### config.mk
export PLATFORM = sky130hd
export DESIGN_NAME = escaped_frame_receiver
export DESIGN_NICKNAME = d
export VERILOG_FILES = /design/src/rtl/efr_pkg.sv /design/src/rtl/efr_cfg_regs.sv /design/src/rtl/efr_parser.sv /design/src/rtl/efr_out_queue.sv /design/src/rtl/escaped_frame_receiver.sv
export SDC_FILE = /design/constraint.sdc
export NUM_CORES = 1
export LEC_CHECK = 0
export BUFFER_PORTS_ARGS = -buffer_cell sky130_fd_sc_hd__buf_2
export CAP_MARGIN = 20
export CORE_ASPECT_RATIO = 0.5
export CORE_UTILIZATION = 40
export DETAILED_ROUTE_END_ITERATION = 8
export PLACE_DENSITY = 0.62
export SYNTH_ARGS = -nofsm -noshare
export SYNTH_HDL_FRONTEND = slang
export SYNTH_SLANG_ARGS = --single-unit
### constraint.sdc
create_clock -name clk_i -period 6.8 [get_ports clk_i]
set_clock_uncertainty 0.15 [all_clocks]
set_input_delay 2.04 -clock clk_i [delete_from_list [all_inputs] [get_ports clk_i]]
set_output_delay 2.04 -clock clk_i [all_outputs]
set_load 0.01 [all_outputs]
### src/rtl/efr_pkg.sv
`timescale 1ns / 1ps
`default_nettype none
// ----------------------------------------------------------------------------
// efr_pkg
// Shared types and constants for the escaped frame receiver.
// ----------------------------------------------------------------------------
package efr_pkg;

  // Upper bound on the number of decoded payload bytes in one frame
  localparam logic [6:0] MAX_PAYLOAD = 7'd64;

  // Special byte values on the link
  localparam logic [7:0] FRAME_END   = 8'd255;
  localparam logic [7:0] ESC_BYTE    = 8'd27;
  localparam logic [7:0] ESC_FOR_ESC = 8'd28;
  localparam logic [7:0] ESC_FOR_END = 8'd29;

  // Configuration register indexes (byte address bit 2)
  localparam logic REG_KNOWN_TYPE  = 1'b0;
  localparam logic REG_PAYLOAD_LEN = 1'b1;

  typedef enum logic [2:0] {
    ST_WAIT_TYPE  = 3'd0,
    ST_RECEIVING  = 3'd1,
    ST_ESCAPED    = 3'd2,
    ST_EXPECT_END = 3'd3,
    ST_ERROR_WAIT = 3'd4
  } efr_state_e;

  typedef enum logic [2:0] {
    CODE_SUCCESS        = 3'd0,
    CODE_GENERIC        = 3'd1,
    CODE_UNKNOWN_TYPE   = 3'd2,
    CODE_ILLEGAL_ESCAPE = 3'd3,
    CODE_MISSED_END     = 3'd4
  } efr_code_e;

  typedef struct packed {
    logic [7:0] known_type;
    logic [6:0] payload_len;
  } efr_cfg_t;

  typedef struct packed {
    logic       is_reply;
    logic [2:0] reply_code;
    logic [7:0] payload_byte;
    logic [5:0] payload_index;
    logic       error_led;
  } efr_result_t;

endpackage
`default_nettype wire

### src/rtl/efr_cfg_regs.sv
`timescale 1ns / 1ps
`default_nettype none
// ----------------------------------------------------------------------------
// efr_cfg_regs
// APB-style register file holding the accepted command type and length.
// ----------------------------------------------------------------------------
module efr_cfg_regs (
  input  wire logic             clk_i,
  input  wire logic             rst_ni,
  input  wire logic             psel,
  input  wire logic             penable,
  input  wire logic             pwrite,
  input  wire logic [2:0]       paddr,
  input  wire logic [31:0]      pwdata,
  output logic      [31:0]      prdata,
  output logic                  pready,
  output efr_pkg::efr_cfg_t     cfg_o
);
  import efr_pkg::*;

  logic [7:0] known_type_q;
  logic [6:0] payload_len_q;
  logic       wr_en;

  assign pready = 1'b1;
  assign wr_en  = psel & penable & pwrite;

  always_ff @(posedge clk_i or negedge rst_ni) begin
    if (!rst_ni) begin
      known_type_q  <= 8'd1;
      payload_len_q <= 7'd4;
    end else if (wr_en) begin
      case (paddr[2])
        REG_KNOWN_TYPE:  known_type_q  <= pwdata[7:0];
        REG_PAYLOAD_LEN: payload_len_q <= pwdata[6:0];
        default: ;
      endcase
    end
  end

  // Low address bits select nothing: registers sit on word boundaries
  always_comb begin
    prdata = 32'd0;
    case (paddr[2])
      REG_KNOWN_TYPE:  prdata = {24'd0, known_type_q};
      REG_PAYLOAD_LEN: prdata = {25'd0, payload_len_q};
      default:         prdata = 32'd0;
    endcase
    if (paddr[1:0] != 2'd0) begin
      prdata = 32'd0;
    end
  end

  assign cfg_o.known_type  = known_type_q;
  assign cfg_o.payload_len = payload_len_q;

endmodule
`default_nettype wire

### src/rtl/efr_parser.sv
`timescale 1ns / 1ps
`default_nettype none
// ----------------------------------------------------------------------------
// efr_parser
// Frame state machine: decodes one received byte per accepted request.
// ----------------------------------------------------------------------------
module efr_parser (
  input  wire logic              clk_i,
  input  wire logic              rst_ni,
  input  wire efr_pkg::efr_cfg_t cfg_i,
  input  wire logic              accept_i,
  input  wire logic [7:0]        rx_byte_i,
  output logic                   res_valid_o,
  output efr_pkg::efr_result_t   res_o
);
  import efr_pkg::*;

  efr_state_e state_q, state_d;
  logic [6:0] pos_q, pos_d;
  logic [2:0] err_q, err_d;
  logic       led_q, led_d;

  logic [6:0] frame_len;
  logic [6:0] pos_inc;
  logic       do_store;
  logic [7:0] store_val;
  logic       has_res;

  assign frame_len = (cfg_i.payload_len > MAX_PAYLOAD) ? MAX_PAYLOAD : cfg_i.payload_len;
  assign pos_inc   = pos_q + 7'd1;

  always_ff @(posedge clk_i or negedge rst_ni) begin
    if (!rst_ni) begin
      state_q <= ST_WAIT_TYPE;
      pos_q   <= 7'd0;
      err_q   <= CODE_GENERIC;
      led_q   <= 1'b0;
    end else if (accept_i) begin
      state_q <= state_d;
      pos_q   <= pos_d;
      err_q   <= err_d;
      led_q   <= led_d;
    end
  end

  always_comb begin
    state_d   = state_q;
    pos_d     = pos_q;
    err_d     = err_q;
    led_d     = led_q;
    do_store  = 1'b0;
    store_val = rx_byte_i;
    has_res   = 1'b0;
    res_o     = '0;

    if (rx_byte_i == FRAME_END && state_q != ST_EXPECT_END) begin
      // abort: report the last error and drop the frame
      state_d          = ST_WAIT_TYPE;
      led_d            = 1'b0;
      has_res          = 1'b1;
      res_o.is_reply   = 1'b1;
      res_o.reply_code = err_q;
    end else begin
      case (state_q)
        ST_RECEIVING: begin
          if (rx_byte_i == ESC_BYTE) begin
            state_d = ST_ESCAPED;
          end else begin
            do_store = 1'b1;
          end
        end
        ST_ESCAPED: begin
          if (rx_byte_i == ESC_FOR_ESC) begin
            do_store  = 1'b1;
            store_val = ESC_BYTE;
          end else if (rx_byte_i == ESC_FOR_END) begin
            do_store  = 1'b1;
            store_val = FRAME_END;
          end else begin
            state_d = ST_ERROR_WAIT;
            led_d   = 1'b1;
            err_d   = CODE_ILLEGAL_ESCAPE;
          end
        end
        ST_EXPECT_END: begin
          if (rx_byte_i == FRAME_END) begin
            state_d          = ST_WAIT_TYPE;
            has_res          = 1'b1;
            res_o.is_reply   = 1'b1;
            res_o.reply_code = CODE_SUCCESS;
          end else begin
            state_d = ST_ERROR_WAIT;
            led_d   = 1'b1;
            err_d   = CODE_MISSED_END;
          end
        end
        ST_ERROR_WAIT: ;
        default: begin
          // waiting for the command type; unused codes land here too
          pos_d = 7'd0;
          if (rx_byte_i != cfg_i.known_type || frame_len == 7'd0) begin
            state_d = ST_ERROR_WAIT;
            led_d   = 1'b1;
            err_d   = CODE_UNKNOWN_TYPE;
          end else begin
            state_d = ST_RECEIVING;
          end
        end
      endcase

      if (do_store) begin
        pos_d               = pos_inc;
        state_d             = (pos_inc >= frame_len) ? ST_EXPECT_END : ST_RECEIVING;
        has_res             = 1'b1;
        res_o.payload_byte  = store_val;
        res_o.payload_index = pos_q[5:0];
      end
    end

    res_o.error_led = led_d;
  end

  assign res_valid_o = accept_i & has_res;

endmodule
`default_nettype wire

### src/rtl/efr_out_queue.sv
`timescale 1ns / 1ps
`default_nettype none
// ----------------------------------------------------------------------------
// efr_out_queue
// Two-entry result buffer between the parser and the output channel.
// ----------------------------------------------------------------------------
module efr_out_queue (
  input  wire logic                 clk_i,
  input  wire logic                 rst_ni,
  input  wire logic                 push_i,
  input  wire efr_pkg::efr_result_t push_data_i,
  output logic                      full_o,
  output logic                      out_valid_o,
  input  wire logic                 out_ready_i,
  output efr_pkg::efr_result_t      out_data_o
);
  import efr_pkg::*;

  efr_result_t mem_q [2];
  logic        wr_ptr_q;
  logic        rd_ptr_q;
  logic [1:0]  count_q, count_d;
  logic        pop;

  assign out_valid_o = (count_q != 2'd0);
  assign full_o      = (count_q == 2'd2);
  assign pop         = out_valid_o & out_ready_i;
  assign out_data_o  = mem_q[rd_ptr_q];

  always_comb begin
    count_d = count_q;
    case ({push_i, pop})
      2'b10:   count_d = count_q + 2'd1;
      2'b01:   count_d = count_q - 2'd1;
      default: count_d = count_q;
    endcase
  end

  always_ff @(posedge clk_i or negedge rst_ni) begin
    if (!rst_ni) begin
      wr_ptr_q <= 1'b0;
      rd_ptr_q <= 1'b0;
      count_q  <= 2'd0;
    end else begin
      count_q <= count_d;
      if (push_i) begin
        wr_ptr_q <= ~wr_ptr_q;
      end
      if (pop) begin
        rd_ptr_q <= ~rd_ptr_q;
      end
    end
  end

  always_ff @(posedge clk_i) begin
    if (push_i) begin
      mem_q[wr_ptr_q] <= push_data_i;
    end
  end

endmodule
`default_nettype wire

### src/rtl/escaped_frame_receiver.sv
`timescale 1ns / 1ps
`default_nettype none
// ----------------------------------------------------------------------------
// escaped_frame_receiver
// Byte-stuffed frame receiver: command type, escaped payload, terminator.
// ----------------------------------------------------------------------------
//  Channel   Direction  Handshake                 Payload
//  rx        in         in_valid_i / in_ready_o    rx_byte_i
//  result    out        out_valid_o / out_ready_i  is_reply_o, reply_code_o,
//                                                 payload_byte_o, payload_index_o,
//                                                 error_led_o
//  config    in         psel/penable/pwrite        paddr, pwdata, prdata, pready
//
//  One byte per cycle while in_ready_o is high: the parser state updates in
//  the cycle a request is taken and any result is written to a two-entry
//  queue on that edge, whose head drives the output. in_ready_o falls only
//  while both queue entries hold untaken results. Reset brings the parser to
//  waiting for a command type, last error to generic, LED off, queue empty.
// ----------------------------------------------------------------------------
module escaped_frame_receiver (
  input  wire logic        clk_i,
  input  wire logic        rst_ni,
  input  wire logic        psel,
  input  wire logic        penable,
  input  wire logic        pwrite,
  input  wire logic [2:0]  paddr,
  input  wire logic [31:0] pwdata,
  output logic      [31:0] prdata,
  output logic             pready,
  input  wire logic        in_valid_i,
  output logic             in_ready_o,
  input  wire logic [7:0]  rx_byte_i,
  output logic             out_valid_o,
  input  wire logic        out_ready_i,
  output logic             is_reply_o,
  output logic [2:0]       reply_code_o,
  output logic [7:0]       payload_byte_o,
  output logic [5:0]       payload_index_o,
  output logic             error_led_o
);
  import efr_pkg::*;

  efr_cfg_t    cfg;
  efr_result_t res;
  efr_result_t head;
  logic        res_valid;
  logic        full;
  logic        accept;

  assign in_ready_o = ~full;
  assign accept     = in_valid_i & ~full;

  efr_cfg_regs u_cfg (
    .clk_i   (clk_i),
    .rst_ni  (rst_ni),
    .psel    (psel),
    .penable (penable),
    .pwrite  (pwrite),
    .paddr   (paddr),
    .pwdata  (pwdata),
    .prdata  (prdata),
    .pready  (pready),
    .cfg_o   (cfg)
  );

  efr_parser u_parser (
    .clk_i       (clk_i),
    .rst_ni      (rst_ni),
    .cfg_i       (cfg),
    .accept_i    (accept),
    .rx_byte_i   (rx_byte_i),
    .res_valid_o (res_valid),
    .res_o       (res)
  );

  efr_out_queue u_queue (
    .clk_i       (clk_i),
    .rst_ni      (rst_ni),
    .push_i      (res_valid),
    .push_data_i (res),
    .full_o      (full),
    .out_valid_o (out_valid_o),
    .out_ready_i (out_ready_i),
    .out_data_o  (head)
  );

  assign is_reply_o      = head.is_reply;
  assign reply_code_o    = head.reply_code;
  assign payload_byte_o  = head.payload_byte;
  assign payload_index_o = head.payload_index;
  assign error_led_o     = head.error_led;

endmodule
`default_nettype wire

==> impl_metrics.tcl <==
set metrics [dict create \
    multi_input_area_um2 1723 \
    drive_gt1_frac 0.3151 \
    min_path_cells 1 \
    final_cell_area_um2 4428 \
    root_buffer "clkbuf_16" \
    fin_crit_sh 0.7423 \
    synth_area_leaders "edfxtp_1, dfrtp_1, mux2_2" \
    hp-start "u_parser.led_q" \
    ys_seq_elements 71 \
    synth_seq_area_share 0.5107 \
    grt_pass1_wl_um 13180 \
    regArea_um2 1971 \
    clkSinkCount 71 \
    start_util 0.4269 \
    worstSetupStartpointType "input pin" \
    grt_pass1_vias 2566 \
    sw_frac_of_total 0.3076 \
    die_height_um 71.45 \
    critPathMostFrequentCell "buf_2" \
    grt_max_degree 34 \
    cts.clk_slew.worst_paths_ps 60 \
    finalNetCount 439 \
    setup_viol 0 \
    critical_path_required_ps 4610 \
    whs_ps 351.9 \
    synth_top_area_cell "edfxtp_1" \
    cts_buffers 9 \
    via_count 2598 \
    yosysMostFrequentCell "edfxtp_1" \
    drtIter0Drc 118 \
    avgSynthCellArea_um2 11.87 \
    ir_drop_mv 0.1421 \
    internal-power_uw 911.3 \
    htree_levels 3 \
    syn_inst 325 \
    tns_ps 0 \
    report.final.hold_viol_count 0 \
    place_area_um2 4164 \
    die_w_um 140.9 \
    slew_headroom 0.4315 \
    slowest_stage "or2_2" \
    yosysWarnings 0 \
    fillers 818 \
    area_delta_synth_final_pct 14.75 \
    seq_power_share 0.437 \
    pin_count 104 \
    cts_tree "yes" \
    synth_cell_types 57 \
    postCtsSetupRepairBufs 0 \
    post_drt_via_cell_ratio 5.054 \
    ant_nets 0 \
    worst_pin_slew_ps 852.7 \
    ctsResizeCount 0 \
    async_flop_share 0.4648 \
    rsz0062_at_grt "no" \
    reg2reg_to "u_queue.mem_q[0][15]" \
    power.switching_uw 404.9 \
    cp_cell_sequence "buf_2, or2_2, nor3b_1, buf_2" \
    r2r_slack_ps 3980 \
    status "complete, no violations" \
    fmax_mhz 198.1 \
    postCtsHoldBufs 0 \
    hpwl_um 5964 \
    power.total_uw 1316 \
    wl_um 8019 \
    power.share.clock 0.309 \
    diodes 0 \
    synth_edf_count 38 \
    drv_slew 0 \
    p_per_area_nw_per_um2 297.2 \
    r2r-start "u_parser.state_q[1]" \
    arrival_ps 2860 \
    post-route-min-period_ps 5048 \
    leakage_uw 0.001866 \
    pwr-share-comb 0.254 \
    gp_congestion 0.8217 \
    design.core.area_um2 9039 \
    end_kind "primary output" \
    hold_path.class "flop to flop" \
    crit_type "input pin to primary output" \
    wl_per_cell_um 15.60 \
    fp-row-count 24 \
    reg2regPathDepth 6 \
    synth.top_cell.area_share 0.2957 \
    dr.pass1.iters 4 \
    overflow 0 \
    yosys_most_used_dff "edfxtp_1" \
    syn_area_um2 3859 \
    clk_latency_ps 330 \
    dieArea_um2 10070 \
    hold-path-endpoint "u_parser.led_q" \
    antenna_found_initial 0 \
    synth_common_cells "edfxtp_1, mux2_2, dfrtp_1, buf_4, nand2_1" \
    cp_slowest_stage_delay_ps 370 \
    io_buffers 54 \
    cp_max_fo 8 \
    cap_violations 0 \
    drc 0 \
    grt_usage 0.1739 \
    clockBufferDepth 2 \
]
-- per-stage QoR --
stage	util	instances	setup slack, ps
floorplan	-	348	1799
global placement	0.4607	499	1777
detailed placement	0.4607	499	1755
CTS	0.4899	514	1754
global route	0.4899	514	1702
finish	0.4899	514	1752
-- registers in the layout (all words and copies together), names as in the netlist --
| register | flops |
|---|---|
| u_cfg.known_type_q | 8 |
| u_cfg.payload_len_q | 7 |
| u_parser.err_q | 3 |
| u_parser.led_q | 1 |
| u_parser.pos_q | 7 |
| u_parser.state_q | 3 |
| u_queue.count_q | 2 |
| u_queue.mem_q | 38 |
| u_queue.rd_ptr_q | 1 |
| u_queue.wr_ptr_q | 1 |
-- final cells by class --
type                            instances  area share
Sequential cell                        71      0.4450
Multi-Input combinational cell        236      0.3891
Timing Repair Buffer                   56     0.06443
Clock buffer                            9     0.05086
Tap cell                              130     0.03673
Clock inverter                          6    0.008760
Inverter                                6    0.005086
-- worst max-delay path by stage --
stage                        start        end  slack [ps]  cells past startpoint
final                     paddr[1]  prdata[7]        1750                      4
after global routing      paddr[1]  prdata[7]        1700                      4
after CTS                 paddr[1]  prdata[7]        1750                      4
after detailed placement  paddr[1]  prdata[7]        1750                      4
after global placement    paddr[1]  prdata[7]        1780                      4
after floorplan           paddr[1]  prdata[7]        1800                      3
-- cell families after synthesis --
logic type               Yosys count  synth area share
other                              2          0.001946
flip-flops                        71            0.5107
multiplexers                      42            0.1203
AND/OR/NAND/NOR                  101            0.1488
adder cells (fa/ha/maj)            9           0.02918
AO/OA/AOI/OAI                     41           0.08301
XOR/XNOR                          18           0.04086
buffers and inverters             41           0.06517
-- power groups by stage --
stage | sequential [uW] | clock (uW) | combinational [uW]
floorplan | 537 | 0 | 280
global placement | 579 | 0 | 325
detailed placement | 583 | 0 | 335
CTS | 576 | 418 | 337
global route | 583 | 441 | 367
finish | 575 | 407 | 334
-- worst max-delay path: cells and delay by family --
family,cells,cell delay [ps]
and+or+nand+nor,2,570
buffers and inverters,2,250
-- cell usage in the layout (no fill, tap or decap), drive strengths merged, types with 2 or more instances in the layout --
cell type,count
conb,25
nor2,18
o41ai,2
edfxtp,38
xor2,4
clkinv,4
buf,56
or2,4
a22o,4
nor3,6
ha,9
and2,6
o21ai,9
nand4,6
or4,2
nand3,6
dfstp,3
nor2b,4
nor3b,2
xnor2,14
dfrtp,30
o21a,6
mux2,35
a221o,2
mux2i,7
nand2,23
nand2b,3
nand4b,3
and3,13
clkbuf,9
inv,6
clkinvlp,2
a21oi,4
-- routing by layer --
layer  global-route usage  vias up  routed length [um]
met5                    0        -                   0
met4              0.05918        0                  91
met3              0.04746        7                 451
met2               0.2681       79                3546
met1               0.2388     1253                3929
li1                     -     1259                   -
(Power assumes the default switching activity.)
